<file path="src/hw/rtl/nrd_pkg.sv">
// ----------------------------------------------------------------------------
// nrd_pkg
// Shared constants, entry and operation types for the nearest resource
// dispatcher.
// ----------------------------------------------------------------------------
package nrd_pkg;

    localparam int RIDER_DEPTH  = 16;
    localparam int SERVER_SLOTS = 16;

    localparam int RIDX_W = $clog2(RIDER_DEPTH);
    localparam int RCNT_W = $clog2(RIDER_DEPTH + 1);
    localparam int SIDX_W = $clog2(SERVER_SLOTS);
    localparam int SCNT_W = $clog2(SERVER_SLOTS + 1);

    localparam int COORD_W  = 16;
    localparam int CONN_W   = 8;
    localparam int STATUS_W = 2;
    localparam int DIFF_W   = COORD_W + 1;
    localparam int SQ_W     = 32;
    localparam int DIST_W   = SQ_W + 1;

    localparam logic CMD_RIDER  = 1'b0;
    localparam logic CMD_SERVER = 1'b1;

    typedef enum logic [STATUS_W-1:0] {
        STATUS_STORED  = 2'd0,
        STATUS_PAIRED  = 2'd1,
        STATUS_DROPPED = 2'd2
    } status_t;

    typedef struct packed {
        logic [COORD_W-1:0] x;
        logic [COORD_W-1:0] y;
        logic [CONN_W-1:0]  conn;
    } entry_t;

    typedef struct packed {
        logic   is_server;
        entry_t entry;
    } op_t;

    typedef enum logic [2:0] {
        BK_IDLE,
        BK_CHECK,
        BK_SCAN,
        BK_SHIFT,
        BK_RESP
    } back_state_t;

endpackage

</file>
<file path="src/hw/rtl/nrd_front.sv">
// ----------------------------------------------------------------------------
// nrd_front
// Input stage: takes request transfers, decodes the command and registers
// the item as an operation for the back end queue.
// ----------------------------------------------------------------------------
module nrd_front (
    input  logic                         clk,
    input  logic                         rst_n,
    input  logic                         in_valid,
    output logic                         in_ready,
    input  logic                         command,
    input  logic signed [nrd_pkg::COORD_W-1:0] pos_x,
    input  logic signed [nrd_pkg::COORD_W-1:0] pos_y,
    input  logic [nrd_pkg::CONN_W-1:0]   conn_id,
    output logic                         op_valid,
    input  logic                         op_ready,
    output nrd_pkg::op_t                 op
);

    logic         op_valid_reg;
    nrd_pkg::op_t op_reg;

    assign in_ready = !op_valid_reg || op_ready;
    assign op_valid = op_valid_reg;
    assign op       = op_reg;

    always_ff @(posedge clk or negedge rst_n)
    begin
        if (!rst_n)
        begin
            op_valid_reg <= 1'b0;
        end
        else if (in_ready)
        begin
            op_valid_reg <= in_valid;
        end
    end

    always_ff @(posedge clk)
    begin
        if (in_valid && in_ready)
        begin
            op_reg.is_server  <= (command == nrd_pkg::CMD_SERVER);
            op_reg.entry.x    <= pos_x;
            op_reg.entry.y    <= pos_y;
            op_reg.entry.conn <= conn_id;
        end
    end

endmodule

</file>
<file path="src/hw/rtl/nrd_queue.sv">
// ----------------------------------------------------------------------------
// nrd_queue
// Short operation queue between the front and back ends so that each side
// can stall on its own.
// ----------------------------------------------------------------------------
module nrd_queue (
    input  logic         clk,
    input  logic         rst_n,
    input  logic         push_valid,
    output logic         push_ready,
    input  nrd_pkg::op_t push_op,
    output logic         pop_valid,
    input  logic         pop_ready,
    output nrd_pkg::op_t pop_op
);

    localparam int DEPTH = 2;
    localparam int PTR_W = $clog2(DEPTH);

    nrd_pkg::op_t     mem_reg [DEPTH];
    logic [PTR_W-1:0] wr_ptr_reg;
    logic [PTR_W-1:0] rd_ptr_reg;
    logic [PTR_W:0]   count_reg;
    logic             push;
    logic             pop;

    assign push_ready = (count_reg != (PTR_W + 1)'(DEPTH));
    assign pop_valid  = (count_reg != '0);
    assign pop_op     = mem_reg[rd_ptr_reg];
    assign push       = push_valid && push_ready;
    assign pop        = pop_valid && pop_ready;

    always_ff @(posedge clk or negedge rst_n)
    begin
        if (!rst_n)
        begin
            wr_ptr_reg <= '0;
            rd_ptr_reg <= '0;
            count_reg  <= '0;
        end
        else
        begin
            if (push)
            begin
                wr_ptr_reg <= (wr_ptr_reg == PTR_W'(DEPTH - 1)) ? '0 : wr_ptr_reg + 1'b1;
            end
            if (pop)
            begin
                rd_ptr_reg <= (rd_ptr_reg == PTR_W'(DEPTH - 1)) ? '0 : rd_ptr_reg + 1'b1;
            end
            if (push && !pop)
            begin
                count_reg <= count_reg + 1'b1;
            end
            else if (pop && !push)
            begin
                count_reg <= count_reg - 1'b1;
            end
        end
    end

    always_ff @(posedge clk)
    begin
        if (push)
        begin
            mem_reg[wr_ptr_reg] <= push_op;
        end
    end

endmodule

</file>
<file path="src/hw/rtl/nrd_back.sv">
// ----------------------------------------------------------------------------
// nrd_back
// Execution stage: rider FIFO, server list, nearest-server scan, list
// compaction and the result output register.
// ----------------------------------------------------------------------------
module nrd_back (
    input  logic                         clk,
    input  logic                         rst_n,
    input  logic                         op_valid,
    output logic                         op_ready,
    input  nrd_pkg::op_t                 op,
    output logic                         out_valid,
    input  logic                         out_ready,
    output logic [nrd_pkg::STATUS_W-1:0] status,
    output logic [nrd_pkg::CONN_W-1:0]   server_conn,
    output logic [nrd_pkg::CONN_W-1:0]   rider_conn,
    output logic signed [nrd_pkg::COORD_W-1:0] rider_x,
    output logic signed [nrd_pkg::COORD_W-1:0] rider_y
);

    // server list kept oldest at slot 0, newest at count-1
    nrd_pkg::entry_t rider_mem [nrd_pkg::RIDER_DEPTH];
    nrd_pkg::entry_t srv_mem   [nrd_pkg::SERVER_SLOTS];

    nrd_pkg::back_state_t state_reg, state_next;

    logic [nrd_pkg::RIDX_W-1:0] rider_head_reg, rider_head_next;
    logic [nrd_pkg::RIDX_W-1:0] rider_tail_reg, rider_tail_next;
    logic [nrd_pkg::RCNT_W-1:0] rider_count_reg, rider_count_next;
    logic [nrd_pkg::SCNT_W-1:0] server_count_reg, server_count_next;

    nrd_pkg::entry_t rider_reg;
    nrd_pkg::entry_t srv_rd_reg;
    logic            rider_we;
    logic            rider_rd_en;
    logic            srv_we;
    logic [nrd_pkg::SIDX_W-1:0] srv_waddr;
    logic [nrd_pkg::SIDX_W-1:0] srv_raddr;
    nrd_pkg::entry_t srv_wdata;

    logic [nrd_pkg::SCNT_W-1:0] scan_cnt_reg, scan_cnt_next;
    logic                       scan_issue;
    logic                       s1_valid_reg;
    logic [nrd_pkg::SIDX_W-1:0] s1_idx_reg;
    logic                       s2_valid_reg;
    logic [nrd_pkg::SIDX_W-1:0] s2_idx_reg;
    logic [nrd_pkg::CONN_W-1:0] s2_conn_reg;
    logic [nrd_pkg::SQ_W-1:0]   sqx_reg;
    logic [nrd_pkg::SQ_W-1:0]   sqy_reg;

    logic signed [nrd_pkg::DIFF_W-1:0]   dx;
    logic signed [nrd_pkg::DIFF_W-1:0]   dy;
    logic signed [2*nrd_pkg::DIFF_W-1:0] prod_x;
    logic signed [2*nrd_pkg::DIFF_W-1:0] prod_y;
    logic [nrd_pkg::DIST_W-1:0]          sq_sum;

    logic                       best_clear;
    logic                       best_valid_reg;
    logic [nrd_pkg::DIST_W-1:0] best_d_reg;
    logic [nrd_pkg::SIDX_W-1:0] best_idx_reg;
    logic [nrd_pkg::CONN_W-1:0] best_conn_reg;

    logic [nrd_pkg::SCNT_W-1:0] sh_idx_reg, sh_idx_next;
    logic [nrd_pkg::SCNT_W-1:0] sh_prev;
    logic                       sh_issue;
    logic                       sh_w_valid_reg;
    logic [nrd_pkg::SIDX_W-1:0] sh_w_addr_reg;

    nrd_pkg::status_t res_status_reg, res_status_next;
    logic             out_load;

    logic                         out_valid_reg;
    logic [nrd_pkg::STATUS_W-1:0] status_reg;
    logic [nrd_pkg::CONN_W-1:0]   server_conn_reg;
    logic [nrd_pkg::CONN_W-1:0]   rider_conn_reg;
    logic [nrd_pkg::COORD_W-1:0]  rider_x_reg;
    logic [nrd_pkg::COORD_W-1:0]  rider_y_reg;

    assign out_valid   = out_valid_reg;
    assign status      = status_reg;
    assign server_conn = server_conn_reg;
    assign rider_conn  = rider_conn_reg;
    assign rider_x     = rider_x_reg;
    assign rider_y     = rider_y_reg;

    assign sh_prev = sh_idx_reg - nrd_pkg::SCNT_W'(1);

    // ------------------------------------------------------------------
    // control
    // ------------------------------------------------------------------
    always_comb
    begin
        state_next        = state_reg;
        op_ready          = 1'b0;
        rider_we          = 1'b0;
        rider_rd_en       = 1'b0;
        srv_we            = 1'b0;
        srv_waddr         = '0;
        srv_wdata         = op.entry;
        srv_raddr         = '0;
        rider_head_next   = rider_head_reg;
        rider_tail_next   = rider_tail_reg;
        rider_count_next  = rider_count_reg;
        server_count_next = server_count_reg;
        scan_cnt_next     = scan_cnt_reg;
        scan_issue        = 1'b0;
        sh_idx_next       = sh_idx_reg;
        sh_issue          = 1'b0;
        best_clear        = 1'b0;
        res_status_next   = res_status_reg;
        out_load          = 1'b0;

        case (state_reg)
            nrd_pkg::BK_IDLE:
            begin
                op_ready = 1'b1;
                if (op_valid)
                begin
                    if (!op.is_server)
                    begin
                        if (rider_count_reg == nrd_pkg::RCNT_W'(nrd_pkg::RIDER_DEPTH))
                        begin
                            res_status_next = nrd_pkg::STATUS_DROPPED;
                            state_next      = nrd_pkg::BK_RESP;
                        end
                        else
                        begin
                            rider_we         = 1'b1;
                            rider_tail_next  =
                                (rider_tail_reg == nrd_pkg::RIDX_W'(nrd_pkg::RIDER_DEPTH - 1))
                                ? '0 : rider_tail_reg + 1'b1;
                            rider_count_next = rider_count_reg + 1'b1;
                            state_next       = nrd_pkg::BK_CHECK;
                        end
                    end
                    else
                    begin
                        if (server_count_reg == nrd_pkg::SCNT_W'(nrd_pkg::SERVER_SLOTS))
                        begin
                            res_status_next = nrd_pkg::STATUS_DROPPED;
                            state_next      = nrd_pkg::BK_RESP;
                        end
                        else
                        begin
                            srv_we            = 1'b1;
                            srv_waddr         = server_count_reg[nrd_pkg::SIDX_W-1:0];
                            server_count_next = server_count_reg + 1'b1;
                            state_next        = nrd_pkg::BK_CHECK;
                        end
                    end
                end
            end

            nrd_pkg::BK_CHECK:
            begin
                if (rider_count_reg == '0 || server_count_reg == '0)
                begin
                    res_status_next = nrd_pkg::STATUS_STORED;
                    state_next      = nrd_pkg::BK_RESP;
                end
                else
                begin
                    // pop the oldest rider; its entry lands in rider_reg
                    rider_rd_en      = 1'b1;
                    rider_head_next  =
                        (rider_head_reg == nrd_pkg::RIDX_W'(nrd_pkg::RIDER_DEPTH - 1))
                        ? '0 : rider_head_reg + 1'b1;
                    rider_count_next = rider_count_reg - 1'b1;
                    scan_cnt_next    = '0;
                    best_clear       = 1'b1;
                    res_status_next  = nrd_pkg::STATUS_PAIRED;
                    state_next       = nrd_pkg::BK_SCAN;
                end
            end

            nrd_pkg::BK_SCAN:
            begin
                srv_raddr = scan_cnt_reg[nrd_pkg::SIDX_W-1:0];
                if (scan_cnt_reg < server_count_reg)
                begin
                    scan_issue    = 1'b1;
                    scan_cnt_next = scan_cnt_reg + 1'b1;
                end
                else if (!s1_valid_reg && !s2_valid_reg)
                begin
                    sh_idx_next = nrd_pkg::SCNT_W'(best_idx_reg) + 1'b1;
                    state_next  = nrd_pkg::BK_SHIFT;
                end
            end

            nrd_pkg::BK_SHIFT:
            begin
                // close the gap left by the matched server
                srv_raddr = sh_idx_reg[nrd_pkg::SIDX_W-1:0];
                if (sh_idx_reg < server_count_reg)
                begin
                    sh_issue    = 1'b1;
                    sh_idx_next = sh_idx_reg + 1'b1;
                end
                else if (!sh_w_valid_reg)
                begin
                    server_count_next = server_count_reg - 1'b1;
                    state_next        = nrd_pkg::BK_RESP;
                end
            end

            nrd_pkg::BK_RESP:
            begin
                if (!out_valid_reg || out_ready)
                begin
                    out_load   = 1'b1;
                    state_next = nrd_pkg::BK_IDLE;
                end
            end

            default:
            begin
                state_next = nrd_pkg::BK_IDLE;
            end
        endcase

        if (sh_w_valid_reg)
        begin
            srv_we    = 1'b1;
            srv_waddr = sh_w_addr_reg;
            srv_wdata = srv_rd_reg;
        end
    end

    always_ff @(posedge clk or negedge rst_n)
    begin
        if (!rst_n)
        begin
            state_reg        <= nrd_pkg::BK_IDLE;
            rider_head_reg   <= '0;
            rider_tail_reg   <= '0;
            rider_count_reg  <= '0;
            server_count_reg <= '0;
            scan_cnt_reg     <= '0;
            s1_valid_reg     <= 1'b0;
            s2_valid_reg     <= 1'b0;
            best_valid_reg   <= 1'b0;
            sh_idx_reg       <= '0;
            sh_w_valid_reg   <= 1'b0;
            res_status_reg   <= nrd_pkg::STATUS_STORED;
            out_valid_reg    <= 1'b0;
        end
        else
        begin
            state_reg        <= state_next;
            rider_head_reg   <= rider_head_next;
            rider_tail_reg   <= rider_tail_next;
            rider_count_reg  <= rider_count_next;
            server_count_reg <= server_count_next;
            scan_cnt_reg     <= scan_cnt_next;
            s1_valid_reg     <= scan_issue;
            s2_valid_reg     <= s1_valid_reg;
            sh_idx_reg       <= sh_idx_next;
            sh_w_valid_reg   <= sh_issue;
            res_status_reg   <= res_status_next;
            if (best_clear)
            begin
                best_valid_reg <= 1'b0;
            end
            else if (s2_valid_reg)
            begin
                best_valid_reg <= 1'b1;
            end
            if (out_load)
            begin
                out_valid_reg <= 1'b1;
            end
            else if (out_ready)
            begin
                out_valid_reg <= 1'b0;
            end
        end
    end

    // ------------------------------------------------------------------
    // memories
    // ------------------------------------------------------------------
    always_ff @(posedge clk)
    begin
        if (rider_we)
        begin
            rider_mem[rider_tail_reg] <= op.entry;
        end
        if (rider_rd_en)
        begin
            rider_reg <= rider_mem[rider_head_reg];
        end
    end

    always_ff @(posedge clk)
    begin
        if (srv_we)
        begin
            srv_mem[srv_waddr] <= srv_wdata;
        end
        srv_rd_reg <= srv_mem[srv_raddr];
    end

    // ------------------------------------------------------------------
    // distance pipeline: read, square, add and compare
    // ------------------------------------------------------------------
    assign dx     = $signed({rider_reg.x[nrd_pkg::COORD_W-1], rider_reg.x})
                  - $signed({srv_rd_reg.x[nrd_pkg::COORD_W-1], srv_rd_reg.x});
    assign dy     = $signed({rider_reg.y[nrd_pkg::COORD_W-1], rider_reg.y})
                  - $signed({srv_rd_reg.y[nrd_pkg::COORD_W-1], srv_rd_reg.y});
    assign prod_x = dx * dx;
    assign prod_y = dy * dy;
    assign sq_sum = {1'b0, sqx_reg} + {1'b0, sqy_reg};

    always_ff @(posedge clk)
    begin
        s1_idx_reg  <= srv_raddr;
        s2_idx_reg  <= s1_idx_reg;
        s2_conn_reg <= srv_rd_reg.conn;
        sqx_reg     <= prod_x[nrd_pkg::SQ_W-1:0];
        sqy_reg     <= prod_y[nrd_pkg::SQ_W-1:0];
        sh_w_addr_reg <= sh_prev[nrd_pkg::SIDX_W-1:0];
        // later slots are newer, so equal distance moves the pick forward
        if (s2_valid_reg && (!best_valid_reg || sq_sum <= best_d_reg))
        begin
            best_d_reg    <= sq_sum;
            best_idx_reg  <= s2_idx_reg;
            best_conn_reg <= s2_conn_reg;
        end
    end

    // ------------------------------------------------------------------
    // output register
    // ------------------------------------------------------------------
    always_ff @(posedge clk)
    begin
        if (out_load)
        begin
            status_reg <= res_status_reg;
            if (res_status_reg == nrd_pkg::STATUS_PAIRED)
            begin
                server_conn_reg <= best_conn_reg;
                rider_conn_reg  <= rider_reg.conn;
                rider_x_reg     <= rider_reg.x;
                rider_y_reg     <= rider_reg.y;
            end
            else
            begin
                server_conn_reg <= '0;
                rider_conn_reg  <= '0;
                rider_x_reg     <= '0;
                rider_y_reg     <= '0;
            end
        end
    end

    // ------------------------------------------------------------------
    // assertions
    // ------------------------------------------------------------------
    a_one_store_empty: assert property (@(posedge clk) disable iff (!rst_n)
        state_reg == nrd_pkg::BK_IDLE |-> (rider_count_reg == '0 || server_count_reg == '0))
        else $error("both stores hold entries while idle");

    a_counts_bounded: assert property (@(posedge clk) disable iff (!rst_n)
        rider_count_reg <= nrd_pkg::RCNT_W'(nrd_pkg::RIDER_DEPTH)
        && server_count_reg <= nrd_pkg::SCNT_W'(nrd_pkg::SERVER_SLOTS))
        else $error("store count beyond depth");

    a_shift_removes_one: assert property (@(posedge clk) disable iff (!rst_n)
        (state_reg == nrd_pkg::BK_SHIFT && state_next == nrd_pkg::BK_RESP)
        |=> server_count_reg == $past(server_count_reg) - nrd_pkg::SCNT_W'(1))
        else $error("matched server not removed");

    a_scan_pipe_in_scan: assert property (@(posedge clk) disable iff (!rst_n)
        (s1_valid_reg || s2_valid_reg) |-> state_reg == nrd_pkg::BK_SCAN)
        else $error("scan pipeline active outside scan");

    a_shift_has_best: assert property (@(posedge clk) disable iff (!rst_n)
        state_reg == nrd_pkg::BK_SHIFT |-> best_valid_reg)
        else $error("compaction without a chosen server");

endmodule

</file>
<file path="src/hw/rtl/nearest_resource_dispatcher_unit.sv">
// A dropped item goes from BK_IDLE straight to BK_RESP, a stored one through BK_CHECK first;
// a pairing also runs the distance scan and then list compaction, each reading one server list
// entry per cycle, the scan over all N servers held; output stalls delay every result.
// One item executes at a time; the back end takes no new item until it is back in BK_IDLE,
// and a two-entry queue lets the input side run ahead.
// Reset (rst_n, asynchronous, active low) empties both stores; entries are not cleared.
// ----------------------------------------------------------------------------
// nearest_resource_dispatcher_unit
// Pairs the oldest waiting rider with the nearest free server, newest server
// winning ties.
// ----------------------------------------------------------------------------
module nearest_resource_dispatcher_unit (
    input  logic                               clk,
    input  logic                               rst_n,
    input  logic                               in_valid,
    output logic                               in_ready,
    input  logic                               command,
    input  logic signed [nrd_pkg::COORD_W-1:0] pos_x,
    input  logic signed [nrd_pkg::COORD_W-1:0] pos_y,
    input  logic [nrd_pkg::CONN_W-1:0]         conn_id,
    output logic                               out_valid,
    input  logic                               out_ready,
    output logic [nrd_pkg::STATUS_W-1:0]       status,
    output logic [nrd_pkg::CONN_W-1:0]         server_conn,
    output logic [nrd_pkg::CONN_W-1:0]         rider_conn,
    output logic signed [nrd_pkg::COORD_W-1:0] rider_x,
    output logic signed [nrd_pkg::COORD_W-1:0] rider_y
);

    logic         fr_valid;
    logic         fr_ready;
    nrd_pkg::op_t fr_op;
    logic         bk_valid;
    logic         bk_ready;
    nrd_pkg::op_t bk_op;

    nrd_front u_front (
        .clk      (clk),
        .rst_n    (rst_n),
        .in_valid (in_valid),
        .in_ready (in_ready),
        .command  (command),
        .pos_x    (pos_x),
        .pos_y    (pos_y),
        .conn_id  (conn_id),
        .op_valid (fr_valid),
        .op_ready (fr_ready),
        .op       (fr_op)
    );

    nrd_queue u_queue (
        .clk        (clk),
        .rst_n      (rst_n),
        .push_valid (fr_valid),
        .push_ready (fr_ready),
        .push_op    (fr_op),
        .pop_valid  (bk_valid),
        .pop_ready  (bk_ready),
        .pop_op     (bk_op)
    );

    nrd_back u_back (
        .clk         (clk),
        .rst_n       (rst_n),
        .op_valid    (bk_valid),
        .op_ready    (bk_ready),
        .op          (bk_op),
        .out_valid   (out_valid),
        .out_ready   (out_ready),
        .status      (status),
        .server_conn (server_conn),
        .rider_conn  (rider_conn),
        .rider_x     (rider_x),
        .rider_y     (rider_y)
    );

endmodule
</file>
<file path="config.mk">
export PLATFORM = sky130hd
export DESIGN_NAME = nearest_resource_dispatcher_unit
export DESIGN_NICKNAME = d
export VERILOG_FILES = /design/src/hw/rtl/nrd_pkg.sv /design/src/hw/rtl/nrd_front.sv /design/src/hw/rtl/nrd_queue.sv /design/src/hw/rtl/nrd_back.sv /design/src/hw/rtl/nearest_resource_dispatcher_unit.sv
export SDC_FILE = /design/constraint.sdc
export NUM_CORES = 2
export LEC_CHECK = 0
export BUFFER_PORTS_ARGS = -buffer_cell sky130_fd_sc_hd__buf_2
export CORE_MARGIN = 1.5
export CORE_UTILIZATION = 25
export CTS_BUF_LIST = sky130_fd_sc_hd__clkbuf_2 sky130_fd_sc_hd__clkbuf_4 sky130_fd_sc_hd__clkbuf_8
export DETAILED_ROUTE_END_ITERATION = 12
export GPL_TIMING_DRIVEN = 0
export PLACE_DENSITY = 0.4
export SETUP_SLACK_MARGIN = 0.5
export SLEW_MARGIN = 10
export SYNTH_ARGS = -nofsm -noshare
export SYNTH_HDL_FRONTEND = slang
export SYNTH_HIERARCHICAL = 1
export SYNTH_SLANG_ARGS = --single-unit
</file>
<file path="constraint.sdc">
create_clock -name clk -period 7.6 [get_ports clk]
set_clock_uncertainty 0.15 [all_clocks]
set_input_delay 1.14 -clock clk [delete_from_list [all_inputs] [get_ports clk]]
set_output_delay 1.14 -clock clk [all_outputs]
set_load 0.01 [all_outputs]
</file>
==> qor.yml <==
status: "complete, but fails checks"
violations: "setup timing"
path_clk_slew_ns: 0.06
grt_max_degree: 44
dp.cells: 11181
track_usage: 0.153
die_w_um: 589
rows: 214
yosysSeqAreaShare: 0.580
ctsRootBufferMaster: "clkbuf_8"
drc_errors: 0
multi_input_area_um2: 34200
cts_tree: "built"
startpoint: "u_back/srv_rd_reg[30]"
fin_crit_ns: 8.28
die_h_um: 589
seq_area_um2: 49700
cp-start-kind: "flop"
post-synth-top-count-cell: "edfxtp_1"
cpMaxStageDelayCell: "fa_1"
syn_area_um2: 85700
async_flop_share: 0.0252
antenna_found_initial: 19
hp-class: "in -> async"
cts_buffer_depth: 4
crit_arrival_ns: 8.84
cp-end-kind: "flop"
hold_violations: 0
syn_to_final_growth_pct: 20.7
rsz0062_at_grt: "yes"
max_freq_ghz: 0.121
yosys_warnings: 6
fillers: 34389
ant_nets: 0
drive_gt1_frac: 0.201
setup_viol: 24
fin_util: 0.304
cp_common_cell: "fa_1"
cts.sinks: 1703
timing.setup.tns_ns: -7.72
wl_per_cell_um: 22.5
grt_overflow_total: 0
cp_slowest_stage_delay_ns: 0.50
final_cells: 11911
tightest_slew_ns: 1.34
relSlewSlack: 0.107
synth.area.top_cells: "edfxtp_1 54%, fa_1 12%, ha_1 4.0%"
synth_fp_nets: 7311
grt_first_pass_wirelength_um: 386000
cts_max_level: 5
io_pins: 97
core_um2: 341000
pre_cts_ws_ns: -1.95
cts_hold_buf: 0
avgSynthCellArea_um2: 13.2
die_area_um2: 346000
synthTopCellsByCount: "1,538 x edfxtp_1, 910 x nand2_1, 768 x inv_1"
vias_per_cell: 4.44
yosysUniqueCellTypes: 78
timing.rr.start: "u_back/srv_rd_reg[30]"
start_util: 0.252
worstPathMaxFanout: 10
cap_violations: 0
clk_latency_ns: 0.93
synth_edf_count: 1538
synth_top_cell_area_share: 0.539
drv_slew: 0
grt_pass1_vias: 55728
dr.pass1.iters: 5
portBuffers: 96
postRouteWirelength_um: 268000
dp_hpwl_um: 195000
cts_buffers: 312
worstPathRequired_ns: 8.17
synth_top_cell_by_area: "edfxtp_1"
worstSetupPathType: "reg -> reg"
ys_ff_latch: 1703
reg2regPathDepth: 32
period_share: 1.09
layout.nets: 7971
rr_endpoint: "u_back/sqx_reg[29]"
gp_congestion: 0.830
vias: 52904
postLayoutSetupSlackWorst_ns: -0.677
ys.flop_type: "edfxtp_1"
drtIter0Drc: 3754
syn_inst: 6470
rrSetupSlack_ns: -0.68
[critical path, delay by kind of cell, from the launching register on]
| kind | cells | cell delay, ns |
|---|---|---|
| and+or+nand+nor | 8 | 1.30 |
| AOI/OAI and AO/OA | 8 | 1.72 |
| buffers and inverters | 8 | 0.85 |
| adders and majority gates | 8 | 3.55 |
| DFF | 1 | 0.49 |
[cell families after synthesis]
family          share of synthesized area
buf+inv                            0.0468
simple gates                       0.0909
flops                               0.580
compound gates                     0.0504
mux                                0.0543
xor+xnor                           0.0159
fa+ha+maj                           0.162
[layout by cell type (no fill, tap or decap), drive strengths merged, types with 125 or more instances in the layout]
cell type,instances
a21oi,125
nand3,340
inv,777
buf,385
clkbuf,674
o21ai,154
mux2,126
mux2i,129
nor2,275
nand2,910
edfxtp,1538
fa,520
ha,276
[per-layer routing]
| metal | track usage | up-vias | share of wire |
|---|---|---|---|
| met2 | 0.254 | 1336 | 0.47 |
| met3 | 0.0207 | 407 | 0.046 |
| met5 | 0 | - | 0.000049 |
| met1 | 0.208 | 27238 | 0.45 |
| li1 | - | 23921 | - |
| met4 | 0.0446 | 2 | 0.029 |
[what timing repair did]
item | in CTS | in global routing
hold endpoints to repair | 0 | 0
gates cloned | 0 | 1
setup endpoints to repair | 46 | 41
pin swaps | 151 | 119
setup buffers | 117 | 53
resized for setup | 315 | 165
[layout make-up]
cell class,instances,share of cell area
Tap cell,4536,0.0549
Buffer,261,0.0137
Inverter,785,0.0294
Multi-Input combinational cell,3721,0.331
Sequential cell,1703,0.481
Clock buffer,452,0.0529
Antenna cell,8,0.000193
Clock inverter,99,0.00558
Timing Repair Buffer,346,0.0323
[worst max path at each step]
stage	end	slack (ns)	cells past startpoint
3_5_place_dp	u_back/sqy_reg[30]	-1.95	30
3_3_place_gp	u_back/best_conn_reg[6]	-2.29	16
2_1_floorplan	u_back/sqx_reg[29]	-0.12	32
6_report	u_back/sqx_reg[29]	-0.68	32
4_1_cts	u_back/sqx_reg[29]	-0.77	32
5_1_grt	u_back/sqx_reg[28]	-1.02	37
[metrics by stage]
| step | area [um^2] | hold slack [ns] |
|---|---|---|
| after floorplan | 86100 | 0.160 |
| after detailed placement | 93900 | 0.162 |
| after CTS | 102000 | 0.0764 |
| final | 103000 | 0.121 |
| after global placement | 92300 | 0.165 |
| after global routing | 103000 | 0.110 |
Power is left out: the tool's default activity adds up to more than one toggle a clock period on the data nets, which glitch-free logic cannot reach.
